<file path="src/hw/rtl/nfcdf_pkg.sv">
// Shared types and codes for the NFC frame deframer.
// Used by nfcdf_core, nfcdf_out_reg and nfc_frame_deframer; no dependencies.
package nfcdf_pkg;

    // Result kinds.
    localparam logic [1:0] KIND_PAYLOAD = 2'd0;
    localparam logic [1:0] KIND_GOOD    = 2'd1;
    localparam logic [1:0] KIND_ACK     = 2'd2;
    localparam logic [1:0] KIND_ERROR   = 2'd3;

    // Error codes.
    localparam logic [1:0] ERR_NONE      = 2'd0;
    localparam logic [1:0] ERR_NOT_READY = 2'd1;
    localparam logic [1:0] ERR_LCS       = 2'd2;
    localparam logic [1:0] ERR_DCS       = 2'd3;

    // Parser phases.
    localparam logic [2:0] PH_HUNT    = 3'd0;
    localparam logic [2:0] PH_LEN     = 3'd1;
    localparam logic [2:0] PH_LCS     = 3'd2;
    localparam logic [2:0] PH_DATA    = 3'd3;
    localparam logic [2:0] PH_DCS     = 3'd4;
    localparam logic [2:0] PH_ACKPOST = 3'd5;

    localparam logic [7:0]  READY_STATUS = 8'h01;
    localparam logic [15:0] WINDOW_EMPTY = 16'hFFFF;

    typedef struct packed {
        logic [1:0] result_kind;
        logic [7:0] out_byte;
        logic [7:0] frame_len;
        logic [1:0] error_code;
    } t_result;

endpackage

</file>
<file path="src/hw/rtl/nfcdf_core.sv">
// Frame parser: phase, hunt window, length and running checksum state.
// Depends on nfcdf_pkg; processes one registered byte per step.
module nfcdf_core (
    input  logic                i_clk,
    input  logic                i_rst_n,
    input  logic                i_step,
    input  logic [7:0]          i_rx_byte,
    input  logic                i_read_start,
    output logic                o_has_result,
    output nfcdf_pkg::t_result  o_result
);
    import nfcdf_pkg::*;

    logic [15:0] r_window, n_window;
    logic [2:0]  r_phase, n_phase;
    logic        r_accepted, n_accepted;
    logic [7:0]  r_len, n_len;
    logic [7:0]  r_left, n_left;
    logic [7:0]  r_sum, n_sum;
    logic [7:0]  left_dec;
    logic [7:0]  lcs_sum;
    logic [7:0]  dcs_sum;

    assign left_dec = r_left - 8'd1;
    assign lcs_sum  = r_len + i_rx_byte;
    assign dcs_sum  = r_sum + i_rx_byte;

    always_comb begin
        n_window     = r_window;
        n_phase      = r_phase;
        n_accepted   = r_accepted;
        n_len        = r_len;
        n_left       = r_left;
        n_sum        = r_sum;
        o_has_result = 1'b0;
        o_result     = '{result_kind: KIND_PAYLOAD, out_byte: 8'h00,
                         frame_len: 8'h00, error_code: ERR_NONE};

        if (i_read_start) begin
            // A new read drops any frame in progress and restarts the hunt.
            n_phase  = PH_HUNT;
            n_window = WINDOW_EMPTY;
            if (i_rx_byte == READY_STATUS) begin
                n_accepted = 1'b1;
            end else begin
                n_accepted           = 1'b0;
                o_has_result         = 1'b1;
                o_result.result_kind = KIND_ERROR;
                o_result.error_code  = ERR_NOT_READY;
            end
        end else if (r_accepted) begin
            unique case (r_phase)
                PH_HUNT: begin
                    if (r_window == 16'h0000 && i_rx_byte == 8'hFF) begin
                        n_phase = PH_LEN;
                    end else begin
                        n_window = {r_window[7:0], i_rx_byte};
                    end
                end
                PH_LEN: begin
                    n_len   = i_rx_byte;
                    n_phase = PH_LCS;
                end
                PH_LCS: begin
                    if (lcs_sum == 8'h00) begin
                        n_sum   = 8'h00;
                        n_left  = r_len;
                        n_phase = (r_len == 8'h00) ? PH_DCS : PH_DATA;
                    end else if (r_len == 8'h00 && i_rx_byte == 8'hFF) begin
                        n_phase = PH_ACKPOST;
                    end else begin
                        n_phase              = PH_HUNT;
                        n_window             = WINDOW_EMPTY;
                        o_has_result         = 1'b1;
                        o_result.result_kind = KIND_ERROR;
                        o_result.error_code  = ERR_LCS;
                    end
                end
                PH_ACKPOST: begin
                    n_phase      = PH_HUNT;
                    n_window     = WINDOW_EMPTY;
                    o_has_result = 1'b1;
                    if (i_rx_byte == 8'h00) begin
                        o_result.result_kind = KIND_ACK;
                    end else begin
                        o_result.result_kind = KIND_ERROR;
                        o_result.error_code  = ERR_LCS;
                    end
                end
                PH_DATA: begin
                    n_sum  = dcs_sum;
                    n_left = left_dec;
                    if (left_dec == 8'h00) begin
                        n_phase = PH_DCS;
                    end
                    o_has_result         = 1'b1;
                    o_result.result_kind = KIND_PAYLOAD;
                    o_result.out_byte    = i_rx_byte;
                    o_result.frame_len   = r_len;
                end
                PH_DCS: begin
                    n_phase      = PH_HUNT;
                    n_window     = WINDOW_EMPTY;
                    o_has_result = 1'b1;
                    if (dcs_sum == 8'h00) begin
                        o_result.result_kind = KIND_GOOD;
                        o_result.frame_len   = r_len;
                    end else begin
                        o_result.result_kind = KIND_ERROR;
                        o_result.error_code  = ERR_DCS;
                    end
                end
                default: begin
                    n_phase  = PH_HUNT;
                    n_window = WINDOW_EMPTY;
                end
            endcase
        end
    end

    always_ff @(posedge i_clk) begin
        if (!i_rst_n) begin
            r_window   <= 16'h0000;
            r_phase    <= PH_HUNT;
            r_accepted <= 1'b0;
            r_len      <= 8'h00;
            r_left     <= 8'h00;
            r_sum      <= 8'h00;
        end else if (i_step) begin
            r_window   <= n_window;
            r_phase    <= n_phase;
            r_accepted <= n_accepted;
            r_len      <= n_len;
            r_left     <= n_left;
            r_sum      <= n_sum;
        end
    end

    a_phase_legal: assert property (@(posedge i_clk) disable iff (!i_rst_n)
        r_phase <= PH_ACKPOST)
        else $error("parser phase out of range");

    a_data_has_bytes: assert property (@(posedge i_clk) disable iff (!i_rst_n)
        r_phase == PH_DATA |-> r_left != 8'h00)
        else $error("data phase with no payload bytes left");

    a_restart_hunts: assert property (@(posedge i_clk) disable iff (!i_rst_n)
        i_step && i_read_start |=> r_phase == PH_HUNT && r_window == WINDOW_EMPTY)
        else $error("read start did not restart the hunt");

    a_refused_silent: assert property (@(posedge i_clk) disable iff (!i_rst_n)
        !r_accepted && !i_read_start |-> !o_has_result)
        else $error("result produced outside an accepted read");

    a_error_coded: assert property (@(posedge i_clk) disable iff (!i_rst_n)
        o_has_result && o_result.result_kind == KIND_ERROR
            |-> o_result.error_code != ERR_NONE)
        else $error("error result without an error code");

endmodule

</file>
<file path="src/hw/rtl/nfcdf_out_reg.sv">
// Result register of the deframer with valid/stall handshake.
// Depends on nfcdf_pkg for the result type.
module nfcdf_out_reg (
    input  logic                i_clk,
    input  logic                i_rst_n,
    input  logic                i_load,
    input  nfcdf_pkg::t_result  i_data,
    output logic                o_free,
    output logic                o_valid,
    input  logic                i_stall,
    output nfcdf_pkg::t_result  o_data
);
    import nfcdf_pkg::*;

    logic    r_valid;
    t_result r_data;

    // The register can take a new result when empty or when its request leaves now.
    assign o_free  = !r_valid || !i_stall;
    assign o_valid = r_valid;
    assign o_data  = r_data;

    always_ff @(posedge i_clk) begin
        if (!i_rst_n) begin
            r_valid <= 1'b0;
        end else if (o_free) begin
            r_valid <= i_load;
        end
    end

    always_ff @(posedge i_clk) begin
        if (o_free && i_load) begin
            r_data <= i_data;
        end
    end

endmodule

</file>
<file path="src/hw/rtl/nfc_frame_deframer.sv">
// Top level of the NFC normal-frame deframer: input register, parser, result register.
// Depends on nfcdf_pkg, nfcdf_core and nfcdf_out_reg.
//
// The block takes one received byte per cycle while the input is not stalled, and
// returns at most one result per byte: a payload byte, a good frame end, an ack frame
// or an error. A byte waits in the input register while the parser decides on it, and
// its result is then loaded into the result register; the sustained rate is one byte
// per cycle while no stall holds the input. Bytes that produce no result never wait
// for the output side; a byte that does produce one holds the input register only
// while the result register is full and stalled.
module nfc_frame_deframer (
    input  logic       i_clk,
    input  logic       i_rst_n,
    input  logic       i_in_valid,
    output logic       o_in_stall,
    input  logic [7:0] i_rx_byte,
    input  logic       i_read_start,
    output logic       o_out_valid,
    input  logic       i_out_stall,
    output logic [1:0] o_result_kind,
    output logic [7:0] o_out_byte,
    output logic [7:0] o_frame_len,
    output logic [1:0] o_error_code
);
    import nfcdf_pkg::*;

    logic       r_in_valid;
    logic [7:0] r_rx_byte;
    logic       r_read_start;
    logic       in_accept;
    logic       step;
    logic       has_result;
    logic       out_free;
    t_result    step_result;
    t_result    out_data;

    assign step       = r_in_valid && (!has_result || out_free);
    assign o_in_stall = r_in_valid && !step;
    assign in_accept  = i_in_valid && !o_in_stall;

    always_ff @(posedge i_clk) begin
        if (!i_rst_n) begin
            r_in_valid <= 1'b0;
        end else begin
            r_in_valid <= in_accept || (r_in_valid && !step);
        end
    end

    always_ff @(posedge i_clk) begin
        if (in_accept) begin
            r_rx_byte    <= i_rx_byte;
            r_read_start <= i_read_start;
        end
    end

    nfcdf_core u_core (
        .i_clk        (i_clk),
        .i_rst_n      (i_rst_n),
        .i_step       (step),
        .i_rx_byte    (r_rx_byte),
        .i_read_start (r_read_start),
        .o_has_result (has_result),
        .o_result     (step_result)
    );

    nfcdf_out_reg u_out (
        .i_clk   (i_clk),
        .i_rst_n (i_rst_n),
        .i_load  (step && has_result),
        .i_data  (step_result),
        .o_free  (out_free),
        .o_valid (o_out_valid),
        .i_stall (i_out_stall),
        .o_data  (out_data)
    );

    assign o_result_kind = out_data.result_kind;
    assign o_out_byte    = out_data.out_byte;
    assign o_frame_len   = out_data.frame_len;
    assign o_error_code  = out_data.error_code;

endmodule
</file>
<file path="config.mk">
export PLATFORM = sky130hd
export DESIGN_NAME = nfc_frame_deframer
export DESIGN_NICKNAME = d
export VERILOG_FILES = /design/src/hw/rtl/nfcdf_pkg.sv /design/src/hw/rtl/nfcdf_core.sv /design/src/hw/rtl/nfcdf_out_reg.sv /design/src/hw/rtl/nfc_frame_deframer.sv
export SDC_FILE = /design/constraint.sdc
export NUM_CORES = 1
export LEC_CHECK = 0
export ABC_AREA = 1
export BUFFER_PORTS_ARGS = -buffer_cell sky130_fd_sc_hd__buf_2
export CORE_MARGIN = 1
export CORE_UTILIZATION = 54
export DETAILED_ROUTE_END_ITERATION = 8
export PLACE_DENSITY_LB_ADDON = 0.1
export SETUP_SLACK_MARGIN = 0.1
export SLEW_MARGIN = 30
export SYNTH_ARGS = -nofsm -noshare
export SYNTH_HDL_FRONTEND = slang
export SYNTH_SLANG_ARGS = --single-unit
</file>
<file path="constraint.sdc">
create_clock -name i_clk -period 8.3 [get_ports i_clk]
set_clock_uncertainty 0.2 [all_clocks]
set_input_delay 0.415 -clock i_clk [delete_from_list [all_inputs] [get_ports i_clk]]
set_output_delay 0.415 -clock i_clk [all_outputs]
set_load 0.05 [all_outputs]
</file>
; ---- Word level (Yosys, flattened, before mapping)
; Index checks and enable logic that the tools add are counted.
[classes]
n_reduce_logical = 33
n_eq_ne = 14
bitwise_logic = 3
addsub = 3
mux = 43
[op_table]
columns = operator, n
row1 = $mux W16, 5
row2 = $pmux W16 S3, 1
row3 = $pmux W8 S2, 3
row4 = $logic_not A8 Y1, 5
row5 = $mux W8, 4
row6 = $mux W3, 7
row7 = $mux W2, 10
row8 = $mux W20, 1
row9 = $add A8 B8 Y8, 2
row10 = $logic_not A16 Y1, 1
row11 = $pmux W2 S3, 2
row12 = $pmux W3 S4, 1
row13 = $ne A3 B3 Y1 const B, 3
row14 = $eq A8 B1 Y1 const B, 1
row15 = $eq A8 B8 Y1 const B, 1
row16 = $mux W1, 8
row17 = $reduce_and A4 Y1, 2
row18 = $sub A8 B1 Y8 const B, 1
row19 = $logic_and A1 B1 Y1, 7
row20 = $eq A3 B2 Y1 const B, 2
row21 = $eq A3 B3 Y1 const B, 2
row22 = $ne A3 B2 Y1 const B, 2
row23 = $reduce_and A6 Y1, 1
row24 = $reduce_or A3 Y1, 2
row25 = other kinds (11), 22
[word_totals]
elab_cells = 110
register_bits = 75
input_bits = 13

; ---- Logic depth before layout (Yosys ltp)
; Gate-level depths: netlist of the first run.
[depth]
depth_word = 15
depth_mapped = 21
depth_no_buf = 21

; ---- Modules after synthesis
; From an unflattened synthesis of the first run, not the netlist that was laid out.
[hier_totals]
cells_unflattened = 561
area_unflattened_um2 = 4276.6
[by_module_without_submodules]
columns = mod, n_inst, cells_each, area_each_um2
row1 = nfcdf_core, 1, 513, 3280.6
row2 = nfcdf_out_reg, 1, 26, 648.1
row3 = nfc_frame_deframer, 1, 22, 347.8

; ---- Worst setup path before layout of the first run
; No wires, ideal clock.
[synth_path]
path_type = reg-to-reg
startpoint = register r_rx_byte[0]
endpoint = register u_out.r_data, in the netlist u_out.o_data[0], enable pin
setup_ns = 0.375
t_required_ns = 7.725
slack_ns = 4.810
path_buffers = 1
synth_period_minus_slack_ns = 3.490
path_stages_with_launch = 18
t_arrival_ns = 2.915
path_cell_list = edfxtp_1 ha_1 fa_1 or2_2 a21oi_1 nand3_1 nor2_2 nand2_4 nand3_4 nand2_2 nand2_2 nand2_2 nand2_4 nand2_4 inv_8 buf_6 nand2_1 inv_1
[synth_via]
elab_chain_cells = 12
word_cells_on_any_way = 16
cone_classes = 1 x add/sub / 2 x eq/ne / 6 x mux / 7 x reduce/logical
[synth_lines]
columns = item, line_no
row1 = start: declaration, nfc_frame_deframer.sv:28  ; logic [7:0] r_rx_byte;
row2 = start signal: assignment, nfc_frame_deframer.sv:51  ; r_rx_byte <= i_rx_byte;
row3 = branches (longest 6 deep; another with $add A8 B8 Y8), n/a
row4 = $mux W1 (*), nfcdf_core.sv:39  ; if (i_read_start) begin
row5 = $logic_not A1 Y1, nfc_frame_deframer.sv:37  ; assign step = r_in_valid && (!has_result || out_free);
row6 = $logic_or A1 B1 Y1, nfc_frame_deframer.sv:37
row7 = $logic_and A1 B1 Y1, nfc_frame_deframer.sv:37
row8 = $logic_and A1 B1 Y1 (*), nfc_frame_deframer.sv:69  ; .i_load (step && has_result),
row9 = $logic_and A1 B1 Y1 (*), nfcdf_out_reg.sv:32  ; if (o_free && i_load) begin
row10 = end signal: assignment, nfcdf_out_reg.sv:33  ; r_data <= i_data;
row11 = end: declaration, nfcdf_out_reg.sv:16  ; t_result r_data;
; Every way passes the cells marked *.
; A chain may end at the register's enable or synchronous reset.

; ---- Final worst setup path of the first run
[layout_path]
startpoint = register r_rx_byte[0]
endpoint = register u_out.r_data, in the netlist u_out.o_data[9], enable pin
; Same word-level chain as after synthesis.

==> results.json, run 1 <==
{
  "status": "finished clean",
  "fillers": 724,
  "path_cells": "ha_1, fa_1, or2_2, a21oi_1, nand3_1, nor2_2, nand2_4, nand3_4, nand2_2, nand2_2, nand2_2, nand2_4, nand2_4, inv_8, nand2_1, inv_1",
  "cts_buffers": 9,
  "critical_path.slowest_cell": "inv_1",
  "numClockSinks": 75,
  "n_antenna_cell": 0,
  "initial_core_util_pct": 55.66,
  "final_max_slew_viol_count": 0,
  "setup_tns_ns": 0,
  "critPathRequiredTime_ns": 8.08,
  "yosysWarnings": 0,
  "io-pin-count": 35,
  "wirelength_microns": 9607,
  "switchingPower_mw": 0.2034,
  "muxShareOfSynthArea_pct": 0,
  "finalInstanceArea_sq_um": 4659,
  "yosys.area_share.xor_xnor_pct": 2.865,
  "drive_gt1_share_pct": 10.73,
  "port-buffer-count": 34,
  "power.internal_mw": 0.5336,
  "slowest_delay_ns": 0.51,
  "hold_viol": 0,
  "clk_pin_slew_ns": 0.08,
  "cts_buffer_depth": 2,
  "row_count": 32,
  "insertion_delay_ns": 0.35,
  "r2r-start": "r_rx_byte[0]",
  "power_frac_seq_pct": 54.7,
  "die_w_microns": 91.02,
  "cp_num_buf_inv": 2,
  "setup_slack_ns": 4.511,
  "worst_slew_margin_rel_pct": 39.01,
  "total_power_mw": 0.7369,
  "final_common_cell": "nand2_1",
  "ys_seq_area_share_pct": 41.87,
  "synth_seq_cells": 75,
  "drc": 0,
  "criticalPathCategory": "reg -> reg",
  "post-route-util_pct": 60.61,
  "critPathArrivalTime_ns": 3.57,
  "grt_pass1_wl_microns": 15840,
  "antenna_found_initial": 0,
  "synthAdderAreaFrac_pct": 5.614,
  "final_cells": 717,
  "cp-end-kind": "flip-flop",
  "grt_overflow": 0,
  "start_kind": "flip-flop",
  "cap_violations": 0,
  "power.density_nw_per_um2": 158.2,
  "root_buffer": "clkbuf_8",
  "critPathMaxFanout": 26,
  "p_leak_nw": 2.163,
  "vias_per_cell": 5.198,
  "synth_cell_types": 39,
  "core_sq_um": 7687,
  "whs_ns": 0.02871,
  "nNetsFinal": 641,
  "syn_inst": 583,
  "gp_congestion": 0.8851,
  "ir_drop_mv": 0.09584,
  "period_share_pct": 45.66,
  "tritoncts": "done",
  "initialDrtViolationCount": 261,
  "htree_levels": 3,
  "setup_viol": 0,
  "p_clk_share_pct": 34.8,
  "synthSimpleGateAreaFrac_pct": 32.51,
  "postCtsHoldBufs": 0,
  "synthesis.area_sq_um": 4279,
  "ant_nets": 0,
  "wl_per_cell_microns": 13.40,
  "final_cell_mix": "nand2_1, nor2_1, inv_1",
  "grt_pass1_vias": 3416,
  "grt_setup_unrepaired": "false",
  "grt_max_degree": 33,
  "dpl.cell_count": 701,
  "swShare_pct": 27.60,
  "synth-compound-area-share_pct": 7.544,
  "syn2layout_area_growth_pct": 8.889,
  "syn_area_per_cell_sq_um": 7.340,
  "period_needed_ns": 3.789,
  "syn_nets": 614,
  "cts.repair.resized": 0,
  "comb_power_share_pct": 10.5,
  "place_hpwl_microns": 6912,
  "die_h_microns": 91.02,
  "critPathLaunch": "r_rx_byte[0]",
  "min-delay-path-class": "in -> reg",
  "dr.pass1.iters": 4,
  "dieArea_sq_um": 8285,
  "grt_usage_pct": 24.32,
  "pre_cts_ws_ns": 4.503,
  "post_cts_buffers": 0,
  "place_area_sq_um": 4481,
  "vias": 3727,
  "cp_top_family": "simple AND/OR/NAND/NOR gates",
  "clock.fmax_mhz": 263.9,
  "synth_top_family_by_area": "simple AND/OR/NAND/NOR gates",
  "worstHoldStart": "i_rx_byte[5]",
  "tightest_slew_ns": 0.9115
}
-- logic make-up (layout without fill, tap and decap cells) --
group / after synthesis / count (layout)
buffers and inverters: 99 / 131
XOR/XNOR: 14 / 14
AND/OR/NAND/NOR: 319 / 319
flip-flops: 75 / 75
AO/OA/AOI/OAI: 58 / 58
adder cells (fa/ha/maj): 18 / 18
-- cell type report --
class / count / area (sq um) / share of cell area [%]
clock buffer: 11 / 141.4 / 3.034
multi-input combinational: 409 / 2079 / 44.63
sequential: 75 / 1792 / 38.45
tap: 102 / 127.6 / 2.739
clock inverter: 5 / 37.54 / 0.8056
timing repair buffer: 34 / 170.2 / 3.652
inverter: 81 / 311.5 / 6.686
-- sequential cells by signal, summed over array words and instances, names as in the netlist, 3 cells and up --
| register | count |
|---|---|
| u_out.o_data | 20 |
| u_core.r_len | 8 |
| u_core.r_sum | 8 |
| u_core.r_left | 8 |
| r_rx_byte | 8 |
| u_core.r_window | 16 |
| u_core.r_phase | 3 |
-- power by group through the flow --
| stage | registers [mW] | clock network, mW | logic [mW] |
|---|---|---|---|
| floorplan | 0.414 | 0 | 0.0553 |
| global placement | 0.411 | 0 | 0.0749 |
| detailed placement | 0.411 | 0 | 0.0766 |
| CTS | 0.403 | 0.260 | 0.0771 |
| global route | 0.404 | 0.273 | 0.0874 |
| finish | 0.403 | 0.256 | 0.0775 |
-- routing by layer --
layer	routed length, microns	share of wire (%)	track usage (%)	up-vias
met5	0	0	0	-
met2	4175	43	37.75	119
li1	-	-	-	1904
met1	4556	47	33.24	1681
met4	268	2.8	10.98	0
met3	607	6.3	4.104	23
-- cell usage after synthesis, drive strengths merged --
| master | number | area share, % |
|---|---|---|
| nand2 | 160 | 15 |
| nor2 | 90 | 8.0 |
| inv | 81 | 7.3 |
| dfxtp | 46 | 22 |
| nand3 | 40 | 5.0 |
| a21oi | 35 | 4.2 |
| edfxtp | 29 | 20 |
| ha | 16 | 4.7 |
| o21ai | 16 | 1.9 |
| nand4 | 13 | 2.3 |
| clkbuf | 10 | 0.91 |
| xor2 | 9 | 1.8 |
| buf | 8 | 1.4 |
| nor4 | 5 | 0.73 |
| xnor2 | 5 | 1.0 |
| nor3 | 4 | 0.47 |
| or2 | 4 | 0.64 |
| fa | 2 | 0.94 |
| nor3b | 2 | 0.35 |
| o211ai | 2 | 0.35 |
| o21bai | 2 | 0.35 |
| a211oi | 1 | 0.47 |
| nand3b | 1 | 0.18 |
| o21a | 1 | 0.18 |
| o22ai | 1 | 0.15 |
-- worst paths after layout --
path	cells past startpoint	to	slack, ns
setup reg to reg	16	u_out.o_data[9]	4.51
hold / removal	1	r_rx_byte[5]	0.03
setup / recovery	16	u_out.o_data[9]	4.51
hold reg to reg	2	u_core.r_sum[6]	0.28
No activity file was read; power rests on OpenSTA's default activity.
==> inputs of run 2 (changes only) <==
clock period = 3.4 ns   (was 8.3 ns; I/O delays follow)
==> run 2 against run 1 <==
Register-to-register slack worse by 4.3 ns. Sequential power is 140% higher. Routed wire length is 9.5% higher. Die area stayed put. Combinational power grew to 2.9 times the previous value. Sequential share of layout area is 3.1 points lower. Sequential cell count stayed put. Cell area is 8.7% higher. First-iteration DRC count is 30% lower. Critical path type is now reg -> out. Critical endpoint is now o_in_stall. Largest power group unchanged.
==> results.json, run 2 (synthesis results as in run 1) <==
{
  "power.internal_mw": 1.540,
  "grt_overflow": 0,
  "comb_power_share_pct": 11.0,
  "tightest_slew_ns": 0.6849,
  "cp_common_cell": "nand2_2",
  "final_cells": 751,
  "cts_buffers": 9,
  "insertion_delay_ns": 0.36,
  "io-pin-count": 35,
  "htree_levels": 3,
  "tritoncts": "done",
  "numClockSinks": 75,
  "gp_congestion": 0.9624,
  "period_share_pct": 93.61,
  "drc": 0,
  "clock.fmax_mhz": 314.2,
  "grt_pass1_wl_microns": 17310,
  "vias_per_cell": 5.244,
  "vias": 3938,
  "setup_viol": 0,
  "whs_ns": 0.07699,
  "wl_per_cell_microns": 14.00,
  "wirelength_microns": 10520,
  "place_hpwl_microns": 7612,
  "critPathMaxFanout": 4,
  "dr.pass1.iters": 7,
  "power.density_nw_per_um2": 405.5,
  "grt_setup_unrepaired": "true",
  "grt_pass1_vias": 3693,
  "swShare_pct": 24.99,
  "period_needed_ns": 3.183,
  "antenna_found_initial": 0,
  "status": "finished clean",
  "die_w_microns": 91.02,
  "worst_slew_margin_rel_pct": 54.17,
  "setup_tns_ns": 0,
  "switchingPower_mw": 0.5131,
  "syn2layout_area_growth_pct": 18.36,
  "core_sq_um": 7687,
  "largest_reg_flops": 20,
  "die_h_microns": 91.02,
  "dpl.cell_count": 715,
  "critical_path.slowest_cell": "fa_1",
  "final_common_cell": "nand2_1",
  "n_antenna_cell": 0,
  "initial_core_util_pct": 55.66,
  "cap_violations": 0,
  "ir_drop_mv": 0.2426,
  "p_leak_nw": 2.353,
  "p_clk_share_pct": 41.3,
  "criticalPathCategory": "reg -> out",
  "row_count": 32,
  "initialDrtViolationCount": 184,
  "ant_nets": 0,
  "power_frac_seq_pct": 47.7,
  "cts_buffer_depth": 2,
  "root_buffer": "clkbuf_8",
  "final_max_slew_viol_count": 0,
  "clk_pin_slew_ns": 0.08,
  "cp-end-kind": "output port",
  "dieArea_sq_um": 8285,
  "port-buffer-count": 34,
  "start_kind": "flip-flop",
  "grt_usage_pct": 26.95,
  "min-delay-path-class": "in -> reg",
  "nNetsFinal": 675,
  "grt_max_degree": 33,
  "final_cell_mix": "nand2_1, nor2_1, inv_1",
  "path_cells": "ha_2, fa_1, or2_2, a21oi_1, nand3_1, nor2_2, nand2_4, nand3_4, nand2_2, nand2_2, nand2_2, nand3_2, inv_1, buf_6",
  "critPathRequiredTime_ns": 3.03,
  "slowest_delay_ns": 0.44,
  "drive_gt1_share_pct": 14.48,
  "critPathArrivalTime_ns": 2.81,
  "hold_viol": 0
}
run 2: final cells by class:
cell class                      count  area, sq um
Fill cell                         674         2623
Clock buffer                       12        177.7
Tap cell                          102        127.6
Timing Repair Buffer               64        429.2
Multi-Input combinational cell    410         2125
Clock inverter                      4        76.32
Inverter                           81        315.3
Sequential cell                    75         1792
Timing Repair inverter              3        22.52
run 2: worst paths after layout:
check	startpoint	endpoint	slack, ns	depth (start not counted)
setup / recovery	r_rx_byte[0]	o_in_stall	0.22	14
setup reg to reg	r_rx_byte[0]	u_core.r_phase[2]	0.23	16
hold reg to reg	u_core.r_sum[7]	u_core.r_sum[7]	0.28	2
hold / removal	i_rst_n	u_core.r_window[8]	0.08	3
run 2: through the flow:
stage                     utilization (%)  worst slack (ns)  cell area [sq um]  power [mW]
after floorplan                         -            0.1162               4285       1.146
after global placement              59.70            0.1747               4589       1.201
after detailed placement            59.70           0.06172               4589       1.204
after CTS                           64.63            0.1051               4969       2.058
after global routing                65.89           0.01677               5065       2.140
final                               65.89            0.2174               5065       2.054
run 2: worst max-delay path, delay by kind of cell, from the launching register on:
kind / cells / cell delay, ns
flops: 1 / 0.41
simple gates: 9 / 1.04
fa+ha+maj: 2 / 0.66
buf+inv: 2 / 0.22
compound gates: 1 / 0.12
run 2: power groups by stage:
stage,registers [mW],logic (mW),clock network [mW]
finish,0.980,0.226,0.847
global route,0.982,0.253,0.904
CTS,0.979,0.217,0.862
detailed placement,1.00,0.205,0
global placement,0.999,0.202,0
floorplan,1.01,0.135,0
run 2: metal layers:
metal / up-vias / wire [microns] / GRT usage (%)
li1: 1978 / - / -
met5: - / 0 / 0
met1: 1779 / 4759 / 33.87
met3: 39 / 648 / 6.198
met2: 142 / 4601 / 41.79
met4: 0 / 505 / 17.06
run 2: repair_timing:
action | 4_1_cts | 5_1_grt
cloned | 2 | 2
hold endpoints to repair | 11 | 0
pin swaps | 1 | 1
resized for setup | 2 | 11
setup buffers | 0 | 5
hold buffers | 11 | 0
endpoints found under the setup margin | 21 | 54
